<file path="src/rtl/core/pfe_pkg.sv">
// ---------------------------------------------------------------------------
// pfe_pkg : Playfair pair encryptor shared definitions
// Letter codes, ASCII constants and the small helpers for case folding and
// key-square row/column arithmetic.
// ---------------------------------------------------------------------------
`default_nettype none

package pfe_pkg;

    typedef logic [4:0] t_letter;   // letter index 0..25
    typedef logic [4:0] t_cell;     // square cell 0..24
    typedef logic [2:0] t_coord;    // row or column 0..4

    typedef struct packed {
        logic    ok;
        t_letter idx;
    } t_ltr;

    localparam int unsigned SQ_SIDE  = 5;
    localparam int unsigned SQ_CELLS = 25;
    localparam int unsigned ALPHA    = 26;

    localparam t_letter LTR_I = 5'd8;
    localparam t_letter LTR_J = 5'd9;

    localparam logic [7:0] CHR_UC_A = 8'h41;
    localparam logic [7:0] CHR_UC_Z = 8'h5A;
    localparam logic [7:0] CHR_LC_A = 8'h61;
    localparam logic [7:0] CHR_LC_Z = 8'h7A;
    localparam logic [7:0] CHR_X    = 8'h58;
    localparam logic [7:0] CASE_GAP = 8'h20;

    localparam logic [6:0] OUT_A = 7'h41;

    localparam logic [1:0] OP_CLEAR = 2'd0;
    localparam logic [1:0] OP_KEY   = 2'd1;
    localparam logic [1:0] OP_ENC   = 2'd2;

    localparam logic [ALPHA-1:0] USED_RESET = 26'd1 << LTR_J;

    // only a..z fold
    function automatic logic [7:0] pfe_fold(input logic [7:0] c);
        logic [7:0] r;
        r = c;
        if (c >= CHR_LC_A && c <= CHR_LC_Z) begin
            r = c - CASE_GAP;
        end
        return r;
    endfunction

    // letter index of an already folded byte
    function automatic t_ltr pfe_letter(input logic [7:0] c);
        t_ltr       r;
        logic [7:0] d;
        d     = c - CHR_UC_A;
        r.ok  = (c >= CHR_UC_A) && (c <= CHR_UC_Z);
        r.idx = d[4:0];
        return r;
    endfunction

    function automatic t_coord pfe_row(input t_cell p);
        t_coord r;
        if (p >= 5'd20)      r = 3'd4;
        else if (p >= 5'd15) r = 3'd3;
        else if (p >= 5'd10) r = 3'd2;
        else if (p >= 5'd5)  r = 3'd1;
        else                 r = 3'd0;
        return r;
    endfunction

    function automatic t_cell pfe_row_base(input t_coord row);
        t_cell b;
        b = {row[2:0], 2'b00} + {2'b00, row};
        return b;
    endfunction

    function automatic t_coord pfe_col(input t_cell p);
        t_cell c;
        c = p - pfe_row_base(pfe_row(p));
        return c[2:0];
    endfunction

    function automatic t_coord pfe_wrap_inc(input t_coord v);
        t_coord r;
        r = (v == t_coord'(SQ_SIDE - 1)) ? 3'd0 : v + 3'd1;
        return r;
    endfunction

    function automatic t_cell pfe_cell(input t_coord row, input t_coord col);
        t_cell r;
        r = pfe_row_base(row) + {2'b00, col};
        return r;
    endfunction

endpackage

`default_nettype wire

</file>
<file path="src/rtl/core/playfair_pair_encryptor_top.sv">
// ---------------------------------------------------------------------------
// playfair_pair_encryptor_top : Playfair key-square builder and pair encryptor
// Holds a 5x5 key square, builds it from key bytes and encrypts letter pairs.
// ---------------------------------------------------------------------------
// Usage
//   Input word (i_valid/o_ready): i_op selects clear key, key byte or encrypt
//   pair. A clear or key word is taken without leaving idle and gives no output word.
//   An encrypt word gives one output word (o_valid/i_ready) with the two
//   cipher letters in upper-case ASCII, or zeros with o_bad_input set when a
//   pair letter is not alphabetic. Op code 3 is swallowed without effect.
//   An encrypt on a finished square passes a position read, a square read
//   and an output load before o_valid shows. The first encrypt after a clear
//   first walks all 26 letters, one per cycle, to finish the square. o_ready
//   is low throughout an encrypt, so the next word is not taken until the
//   encrypt has passed the two dependent memory reads and the output load.
//   The output register lets the next word be taken while a result waits;
//   a further encrypt parks in its output step until i_ready frees the
//   register. Reset empties the output register and clears the key; square
//   and position memories are left as they are and rewritten before use.
// ---------------------------------------------------------------------------
`default_nettype none

module playfair_pair_encryptor_top
    import pfe_pkg::*;
(
    input  wire logic       i_clk,
    input  wire logic       i_rst_n,
    input  wire logic       i_valid,
    output logic            o_ready,
    input  wire logic [1:0] i_op,
    input  wire logic [7:0] i_first_char,
    input  wire logic [7:0] i_second_char,
    input  wire logic       i_second_present,
    output logic            o_valid,
    input  wire logic       i_ready,
    output logic [6:0]      o_cipher_first,
    output logic [6:0]      o_cipher_second,
    output logic            o_bad_input
);

    localparam logic [2:0] ST_IDLE = 3'd0;
    localparam logic [2:0] ST_FILL = 3'd1;   // finish the square, one letter a cycle
    localparam logic [2:0] ST_RD   = 3'd2;   // position lookup
    localparam logic [2:0] ST_SQ   = 3'd3;   // square lookup
    localparam logic [2:0] ST_OUT  = 3'd4;   // load output register

    // sequencer and key state
    logic [2:0]       r_state, n_state;
    t_letter          r_idx, n_idx;
    logic [ALPHA-1:0] r_used, n_used;
    logic [4:0]       r_fill, n_fill;
    logic             r_complete, n_complete;

    // memories
    t_letter r_square [SQ_CELLS];
    t_cell   r_pos    [ALPHA];

    // pair under work
    t_letter r_a, r_b;
    logic    r_bad;
    t_cell   r_p1, r_p2;
    t_letter r_q1, r_q2;

    // output register
    logic       r_out_valid;
    logic [6:0] r_out_first, r_out_second;
    logic       r_out_bad;

    logic       in_acc;
    logic       out_load;
    logic       wr_en;
    t_letter    wr_ltr;
    t_ltr       key_ltr;
    logic [7:0] fa, fb;
    t_ltr       la, lb;
    t_letter    ia, ib;

    t_coord r1, c1, r2, c2;
    t_cell  o1, o2;

    assign o_ready  = (r_state == ST_IDLE);
    assign in_acc   = i_valid && o_ready;
    assign out_load = (r_state == ST_OUT) && (!r_out_valid || i_ready);

    // pair front end: fold, pad with X, equal pair turns second into X
    always_comb begin
        fa = pfe_fold(i_first_char);
        fb = i_second_present ? pfe_fold(i_second_char) : CHR_X;
        if (fa == fb) begin
            fb = CHR_X;
        end
        la = pfe_letter(fa);
        lb = pfe_letter(fb);
        ia = (la.idx == LTR_J) ? LTR_I : la.idx;
        ib = (lb.idx == LTR_J) ? LTR_I : lb.idx;
    end

    assign key_ltr = pfe_letter(pfe_fold(i_first_char));

    // sequencer
    always_comb begin
        n_state    = r_state;
        n_idx      = r_idx;
        n_used     = r_used;
        n_fill     = r_fill;
        n_complete = r_complete;
        wr_en      = 1'b0;
        wr_ltr     = r_idx;

        unique case (r_state)
            ST_IDLE: begin
                if (in_acc) begin
                    unique case (i_op)
                        OP_CLEAR: begin
                            n_used     = USED_RESET;
                            n_fill     = 5'd0;
                            n_complete = 1'b0;
                        end
                        OP_KEY: begin
                            wr_ltr = key_ltr.idx;
                            wr_en  = !r_complete && key_ltr.ok && !r_used[key_ltr.idx]
                                     && (r_fill < 5'(SQ_CELLS));
                        end
                        OP_ENC: begin
                            n_idx   = 5'd0;
                            n_state = r_complete ? ST_RD : ST_FILL;
                        end
                        default: begin
                        end
                    endcase
                end
            end
            ST_FILL: begin
                wr_en = !r_used[r_idx] && (r_fill < 5'(SQ_CELLS));
                if (r_idx == 5'(ALPHA - 1)) begin
                    n_complete = 1'b1;
                    n_state    = ST_RD;
                end else begin
                    n_idx = r_idx + 5'd1;
                end
            end
            ST_RD:  n_state = ST_SQ;
            ST_SQ:  n_state = ST_OUT;
            ST_OUT: begin
                if (!r_out_valid || i_ready) begin
                    n_state = ST_IDLE;
                end
            end
            default: n_state = ST_IDLE;
        endcase

        if (wr_en) begin
            n_used[wr_ltr] = 1'b1;
            n_fill         = r_fill + 5'd1;
        end
    end

    always_ff @(posedge i_clk) begin
        if (!i_rst_n) begin
            r_state    <= ST_IDLE;
            r_idx      <= 5'd0;
            r_used     <= USED_RESET;
            r_fill     <= 5'd0;
            r_complete <= 1'b0;
        end else begin
            r_state    <= n_state;
            r_idx      <= n_idx;
            r_used     <= n_used;
            r_fill     <= n_fill;
            r_complete <= n_complete;
        end
    end

    // square and position memories share one write port
    always_ff @(posedge i_clk) begin
        if (wr_en) begin
            r_square[r_fill] <= wr_ltr;
            r_pos[wr_ltr]    <= r_fill;
        end
    end

    // latch the pair on acceptance
    always_ff @(posedge i_clk) begin
        if (in_acc && i_op == OP_ENC) begin
            r_a   <= ia;
            r_b   <= ib;
            r_bad <= !la.ok || !lb.ok;
        end
    end

    // cipher cell selection from the two positions
    always_comb begin
        r1 = pfe_row(r_p1);
        c1 = pfe_col(r_p1);
        r2 = pfe_row(r_p2);
        c2 = pfe_col(r_p2);
        if (r1 == r2) begin
            o1 = pfe_cell(r1, pfe_wrap_inc(c1));
            o2 = pfe_cell(r2, pfe_wrap_inc(c2));
        end else if (c1 == c2) begin
            o1 = pfe_cell(pfe_wrap_inc(r1), c1);
            o2 = pfe_cell(pfe_wrap_inc(r2), c2);
        end else begin
            o1 = pfe_cell(r1, c2);
            o2 = pfe_cell(r2, c1);
        end
    end

    // registered reads: positions in ST_RD, square cells in ST_SQ
    always_ff @(posedge i_clk) begin
        r_p1 <= r_pos[r_a];
        r_p2 <= r_pos[r_b];
        r_q1 <= r_square[o1];
        r_q2 <= r_square[o2];
    end

    always_ff @(posedge i_clk) begin
        if (!i_rst_n) begin
            r_out_valid <= 1'b0;
        end else if (out_load) begin
            r_out_valid <= 1'b1;
        end else if (i_ready) begin
            r_out_valid <= 1'b0;
        end
    end

    always_ff @(posedge i_clk) begin
        if (out_load) begin
            r_out_bad    <= r_bad;
            r_out_first  <= r_bad ? 7'd0 : OUT_A + {2'b00, r_q1};
            r_out_second <= r_bad ? 7'd0 : OUT_A + {2'b00, r_q2};
        end
    end

    assign o_valid         = r_out_valid;
    assign o_cipher_first  = r_out_first;
    assign o_cipher_second = r_out_second;
    assign o_bad_input     = r_out_bad;

    // checks
    a_fill_bound: assert property (@(posedge i_clk) disable iff (!i_rst_n)
        r_fill <= 5'(SQ_CELLS))
        else $error("fill count past square size");

    a_complete_full: assert property (@(posedge i_clk) disable iff (!i_rst_n)
        r_complete |-> (r_fill == 5'(SQ_CELLS)) && (&r_used))
        else $error("completed square not full");

    a_bad_zero: assert property (@(posedge i_clk) disable iff (!i_rst_n)
        (o_valid && o_bad_input) |-> (o_cipher_first == 7'd0 && o_cipher_second == 7'd0))
        else $error("error word carries letters");

    a_letter_range: assert property (@(posedge i_clk) disable iff (!i_rst_n)
        (o_valid && !o_bad_input) |->
            (o_cipher_first >= 7'h41 && o_cipher_first <= 7'h5A && o_cipher_first != 7'h4A
             && o_cipher_second >= 7'h41 && o_cipher_second <= 7'h5A
             && o_cipher_second != 7'h4A))
        else $error("cipher letter out of range");

    a_no_key_write_done: assert property (@(posedge i_clk) disable iff (!i_rst_n)
        (r_complete && r_state == ST_IDLE) |-> !wr_en)
        else $error("key write after square completion");

endmodule

`default_nettype wire
</file>
<file path="config.mk">
export PLATFORM = sky130hd
export DESIGN_NAME = playfair_pair_encryptor_top
export DESIGN_NICKNAME = d
export VERILOG_FILES = /design/src/rtl/core/pfe_pkg.sv /design/src/rtl/core/playfair_pair_encryptor_top.sv
export SDC_FILE = /design/constraint.sdc
export NUM_CORES = 1
export LEC_CHECK = 0
export ABC_AREA = 1
export BUFFER_PORTS_ARGS = -buffer_cell sky130_fd_sc_hd__buf_4
export CAP_MARGIN = 20
export CORE_ASPECT_RATIO = 0.5
export CORE_UTILIZATION = 40
export DETAILED_ROUTE_END_ITERATION = 6
export PLACE_DENSITY_LB_ADDON = 0.2
export RECOVER_POWER = 100
export SLEW_MARGIN = 5
export SYNTH_ARGS = -nofsm -noshare
export SYNTH_HDL_FRONTEND = slang
export SYNTH_SLANG_ARGS = --single-unit
export TNS_END_PERCENT = 50
</file>
<file path="constraint.sdc">
create_clock -name i_clk -period 4 [get_ports i_clk]
set_input_delay 0.8 -clock i_clk [delete_from_list [all_inputs] [get_ports i_clk]]
set_output_delay 0.8 -clock i_clk [all_outputs]
set_load 0.01 [all_outputs]
</file>
==> results of run 1 <==
## per-layer routing
layer | up-vias | wire length (µm)
li1 | 7935 | -
met1 | 7834 | 26300
met2 | 654 | 26620
met3 | 117 | 3830
met4 | 0 | 1570
met5 | - | 0
## final timing paths
check | startpoint | to | slack (ps)
worst max register to register | r_p2[2] | r_q2[2] | 80
worst max-delay path | r_p2[2] | r_q2[2] | 80
worst min register to register | r_used[3] | r_used[3] | 470
worst min-delay path | r_used[3] | r_used[3] | 470
## power by group
| group | internal, W | switching [W] | total (W) |
|---|---|---|---|
| Combinational | 0.00230 | 0.00444 | 0.00674 |
| Sequential | 0.00401 | 0.000110 | 0.00412 |
| Clock | 0.00203 | 0.00143 | 0.00346 |
## area by class of cell
type	instances	area [µm²]	area share
Clock buffer	45	923.4	0.04174
Clock inverter	16	252.7	0.01142
Inverter	322	1234	0.05576
Multi-Input combinational cell	1517	8240	0.3725
Sequential cell	341	9648	0.4361
Tap cell	638	798.3	0.03608
Timing Repair Buffer	143	1021	0.04615
Timing Repair inverter	1	6.256	0.0002828
## cells by family after synthesis
kind of cell             after synthesis
AND/OR/NAND/NOR                     1032
buffers and inverters                440
AO/OA/AOI/OAI                        403
flip-flops                           341
XOR/XNOR                              26
adder cells (fa/ha/maj)               56
## through the flow
stage / setup slack (ps) / TNS (ps)
after detailed placement: -111.0 / -978.3
after global placement: -20.75 / -77.86
final: 77.42 / 0
after global routing: -181.3 / -1743
after CTS: 4.243 / 0
after floorplan: -20.90 / -104.5
## registers in the layout, indices dropped and copies added (netlist names)
name and count:
r_state 3, r_pos 130, o_cipher_second 6, r_p1 5, r_square 125, r_q2 5, r_q1 5, r_idx 5
r_complete 1, r_p2 5, r_fill 5, o_bad_input 1, r_a 5, r_bad 1, o_cipher_first 7, r_b 5
r_used 26, o_valid 1
## tightest hold or removal path, cell delays in order, from the launching register on
cell	delay [ps]
dfxtp_1	320
nand2_1	60
nand2_1	40
## placed cells by master (no fill, tap or decap), drive strengths merged, types with 3 or more instances in the layout
master / count
nand3: 366
fa: 10
o21a: 5
nor2: 212
buf: 90
o22ai: 12
clkinv: 14
clkbuf: 98
o21ai: 202
o2111ai: 3
xnor2: 10
a32oi: 5
dfxtp: 61
xor2: 16
o211ai: 28
a311oi: 3
or2: 6
nor4: 3
ha: 46
nand2: 420
o221ai: 28
nor3: 12
a211oi: 6
a31oi: 13
a21oi: 89
nand4: 11
inv: 319
bufinv: 6
edfxtp: 280
## what timing repair did
| action | 4_1_cts | 5_1_grt |
|---|---|---|
| gates cloned | 2 | 2 |
| setup endpoints to repair | 10 | 10 |
| pin swaps | 8 | 34 |
| gates resized for setup | 19 | 78 |
| buffers inserted | 4 | 8 |
==> flow_summary.toml, run 1 <==
[setup_path]
timing.setup.critical_path_class = "flop to flop"
cp_num_buf_inv = 6
endpoint_kind = "flop"
path_max_fanout = 15
crit_required_ps = 4490
path_common_cell = "nand2_1"
cp_data_arrival_time_ps = 4420
path_depth = 26
start_kind = "flop"
crit_family = "adder cells"
reg2regPathDepth = 26
slowest_delay_ps = 490
critPathSlowestCell = "fa_1"

[logic_synthesis]
synthSimpleGateAreaFrac = 0.2367
synthTopCellsByCount = "401 x nand2_1, 363 x nand3_1, 305 x inv_1"
synth.most_common_cell = "nand2_1"
synth-xor-area-share = 0.01209
synth_top_area_cell = "edfxtp_1"
ys_seq_area_frac = 0.4949
synth.area.top_cells = "edfxtp_1 43%, nand3_1 9.3%, nand2_1 7.7%, dfxtp_1 6.3%, inv_1 5.9%"
syn_inst = 2298
synth_fa_ha_area_frac = 0.03987
yosysWarnings = 0
synth_top_area_share = 0.4321
yosys_register_bits = 341
synth_area_um2 = 19460
synth-async-reset-ratio = 0
synth_ff_type = "edfxtp_1"
synth_compound_area_frac = 0.1210
muxShareOfSynthArea = 0
synth_top_family_by_area = "simple AND/OR/NAND/NOR gates"
synth_cell_types = 54
syn-num-nets = 2377
avgSynthCellArea_um2 = 8.468
synth_edf_count = 280

[global_routing]
use_met1 = 0.3203
grt_antenna_before_repair = 0
grt_max_degree = 87
overflow = 0
grtUsageMet2 = 0.3813
busiest_layer = "met2"
first_global_vias = 15420
grt_pass1_wl_mm = 89.65
grt_util_all_layers = 0.2328
use_met3 = 0.03353

[layout]
drive_above_1_share = 0.1119
syn2layout_area_growth_pct = 13.70
utilization = 0.4664
layoutNonFillerInstCount = 3023
fin_nets = 2439
diodes = 0
fillerInstances = 4592
stdcell_area_um2 = 22120

[job]
maxCapViolations = 11

[place]
portBuffers = 39
place_hpwl_mm = 39.64
postPlaceCellArea_um2 = 20660
routabilityCongestion = 0.9599
dp.cells = 2946

[routing]
drc = 0
vias = 16540
ant_nets = 0
first_iter_violations = 1710
viasPerCell = 5.471
detail_route.wl_per_cell_um = 19.29
firstDrtPassIters = 6
wl_mm = 58.32

[power_and_ir_drop]
power_density_nw_per_um2 = 647.4
power_w = 0.01432
irDropWorstVdd_mv = 0.5149
p_leak_nw = 9.214

[sta]
rsz0062_at_grt = "true"
drv_slew = 454
hold-worst-slack_ps = 465.8
skew_ps = 22.88
fmax_mhz = 254.9
hold_viol = 0
period_minus_slack_ps = 3923
tightest_slew_ps = 1787
period_share = 0.9806
setup_viol = 0
slew-limit-headroom = -0.1915

[clock_network]
clk_latency_ps = 550
clock_sinks = 341
cts.path.max_buffers = 3
root_buffer = "clkbuf_16"
cts_tree = "built"
cts_buffers = 34
h-tree-depth = 2
hold_buffers = 0
clk_pin_slew_worst_paths_ps = 70

[die]
fp.dieH_um = 158.0
die_area_um2 = 49590
num_rows = 56
initial_utilization = 0.4102
ios = 40
dieWidth_um = 313.9
core_um2 = 47440

[status]
violations = "capacitance limit, slew limit"
status = "finished, violations left"

[hold_path]
hold_depth = 2
hold_class = "flop to flop"
Power figures use the tool's default switching activity.
==> run 2: changes to the inputs <==
--- a/config.mk
+++ b/config.mk
@@ -12,7 +12,6 @@
 export CORE_UTILIZATION = 40
 export DETAILED_ROUTE_END_ITERATION = 6
 export PLACE_DENSITY_LB_ADDON = 0.2
-export RECOVER_POWER = 100
 export SLEW_MARGIN = 5
 export SYNTH_ARGS = -nofsm -noshare
 export SYNTH_HDL_FRONTEND = slang
==> run 2 against run 1 <==
Net effect:
- critical path type unchanged
- fmax is 0.14% higher
- clock power hardly changed
- largest power group unchanged
- the run now ends clean
- final area is 1.0% higher
- die area stayed put
- critical path depth is 1 higher
==> flow_summary.toml, run 2 (synthesis results as in run 1) <==
[status]
status = "completed"

[global_routing]
grt_max_degree = 87
first_global_vias = 15420
overflow = 0
grt_util_all_layers = 0.2328
grt_pass1_wl_mm = 89.65
grt_antenna_before_repair = 0

[die]
core_um2 = 47440
initial_utilization = 0.4102
num_rows = 56
fp.dieH_um = 158.0
die_area_um2 = 49590
ios = 40
dieWidth_um = 313.9

[routing]
wl_mm = 58.40
firstDrtPassIters = 6
drc = 0
viasPerCell = 5.501
detail_route.wl_per_cell_um = 19.32
ant_nets = 0
vias = 16629
first_iter_violations = 1692

[sta]
slew-limit-headroom = 0.4060
drv_slew = 0
period_share = 0.9792
skew_ps = 25.00
tightest_slew_ps = 891.0
setup_viol = 0
fmax_mhz = 255.3
rsz0062_at_grt = "true"
setup_ws_ps = 83.09
hold_viol = 0
period_minus_slack_ps = 3917

[setup_path]
cp_data_arrival_time_ps = 4360
crit_required_ps = 4440
slowest_delay_ps = 520
endpoint_kind = "flop"
start_kind = "flop"
crit_family = "adder cells"
startpoint = "r_p1[3]"
cp_num_buf_inv = 6
path_max_fanout = 5
timing.setup.critical_path_class = "flop to flop"
critPathSlowestCell = "fa_1"
r2r_start = "r_p1[3]"

[layout]
diodes = 0
register_area_um2 = 9648
largest-register = "r_pos"
fillerInstances = 4555
drive_above_1_share = 0.1300
layout_common_cells = "392 x nand2_1, 330 x nand3_1, 299 x inv_1, 280 x edfxtp_1, 204 x nor2_1"
fin_nets = 2439
final_common_cell = "nand2_1"
largest_reg_flops = 130
multi_input_area_um2 = 8249
syn2layout_area_growth_pct = 14.85
reg_top3 = "r_pos x130, r_square x125, r_used x26"
stdcell_area_um2 = 22350

[place]
place_hpwl_mm = 39.64
routabilityCongestion = 0.9599
pre_cts_ws_ps = -111.0
postPlaceCellArea_um2 = 20660
portBuffers = 39

[clock_network]
clock_sinks = 341
cts_tree = "built"
root_buffer = "clkbuf_16"
clk_pin_slew_worst_paths_ps = 70
h-tree-depth = 2
clk_latency_ps = 550
cts.path.max_buffers = 3
cts_buffers = 34

[hold_path]
hold_class = "flop to flop"
hold_start = "r_used[3]"

[power_and_ir_drop]
irDropWorstVdd_mv = 0.5159
power_density_nw_per_um2 = 641.1
p_leak_nw = 9.402

[job]
maxCapViolations = 0
## run 2: cell types whose count changed in the layout (fill, tap and decap cells not counted), sizes merged
cell    before  now
buf         90  142
clkbuf      98   46
## run 2: final timing paths
kind | to | slack, ps | cells after the start
setup reg to reg | r_q1[1] | 80 | 27
hold reg to reg | r_used[3] | 470 | 2
hold / removal | r_used[3] | 470 | 2
setup / recovery | r_q1[1] | 80 | 27
## run 2: tightest hold or removal path, delay by kind of cell (launching register included)
kind / cells / cell delay [ps]
AND/OR/NAND/NOR: 2 / 100
flip-flops: 1 / 320
## run 2: metrics by stage
step / util / total power [W] / hold WS, ps / TNS (ps) / cells
finish: 0.4711 / 0.01433 / 466.5 / 0 / 3023
global route: 0.4711 / 0.01519 / 498.0 / -1473 / 3023
CTS: 0.4630 / 0.01380 / 467.8 / 0 / 3013
detailed placement: 0.4355 / 0.01013 / 457.2 / -978.3 / 2946
global placement: 0.4355 / 0.01014 / 455.8 / -77.86 / 2946
floorplan: - / 0.008461 / 424.4 / -104.5 / 2298
## run 2: metal layers
metal / vias up / global-route usage / part of all wire / routed length, µm
met3: 109 / 0.03353 / 0.070 / 4109
met4: 0 / 0.06899 / 0.027 / 1583
li1: 7941 / - / - / -
met2: 666 / 0.3813 / 0.46 / 26600
met5: - / 0 / 0 / 0
met1: 7913 / 0.3203 / 0.45 / 26100
## run 2: power breakdown
| part | switching (W) | internal (W) | total [W] |
|---|---|---|---|
| Sequential | 0.000108 | 0.00401 | 0.00412 |
| Combinational | 0.00443 | 0.00233 | 0.00676 |
| Clock | 0.00143 | 0.00203 | 0.00345 |
## run 2: final cells by class
class,instances,area share
Timing Repair Buffer,143,0.05537
Sequential cell,341,0.4317
Timing Repair inverter,1,0.0002799
Inverter,322,0.05520
Multi-Input combinational cell,1517,0.3691
Clock buffer,45,0.04132
Clock inverter,16,0.01131
Tap cell,638,0.03572
## run 2: what timing repair did
action	in CTS	in global routing
gates cloned	2	2
hold buffers	0	0
pin swaps	8	34
setup endpoints to repair	10	10
buffers inserted	4	8
resized for setup	19	78
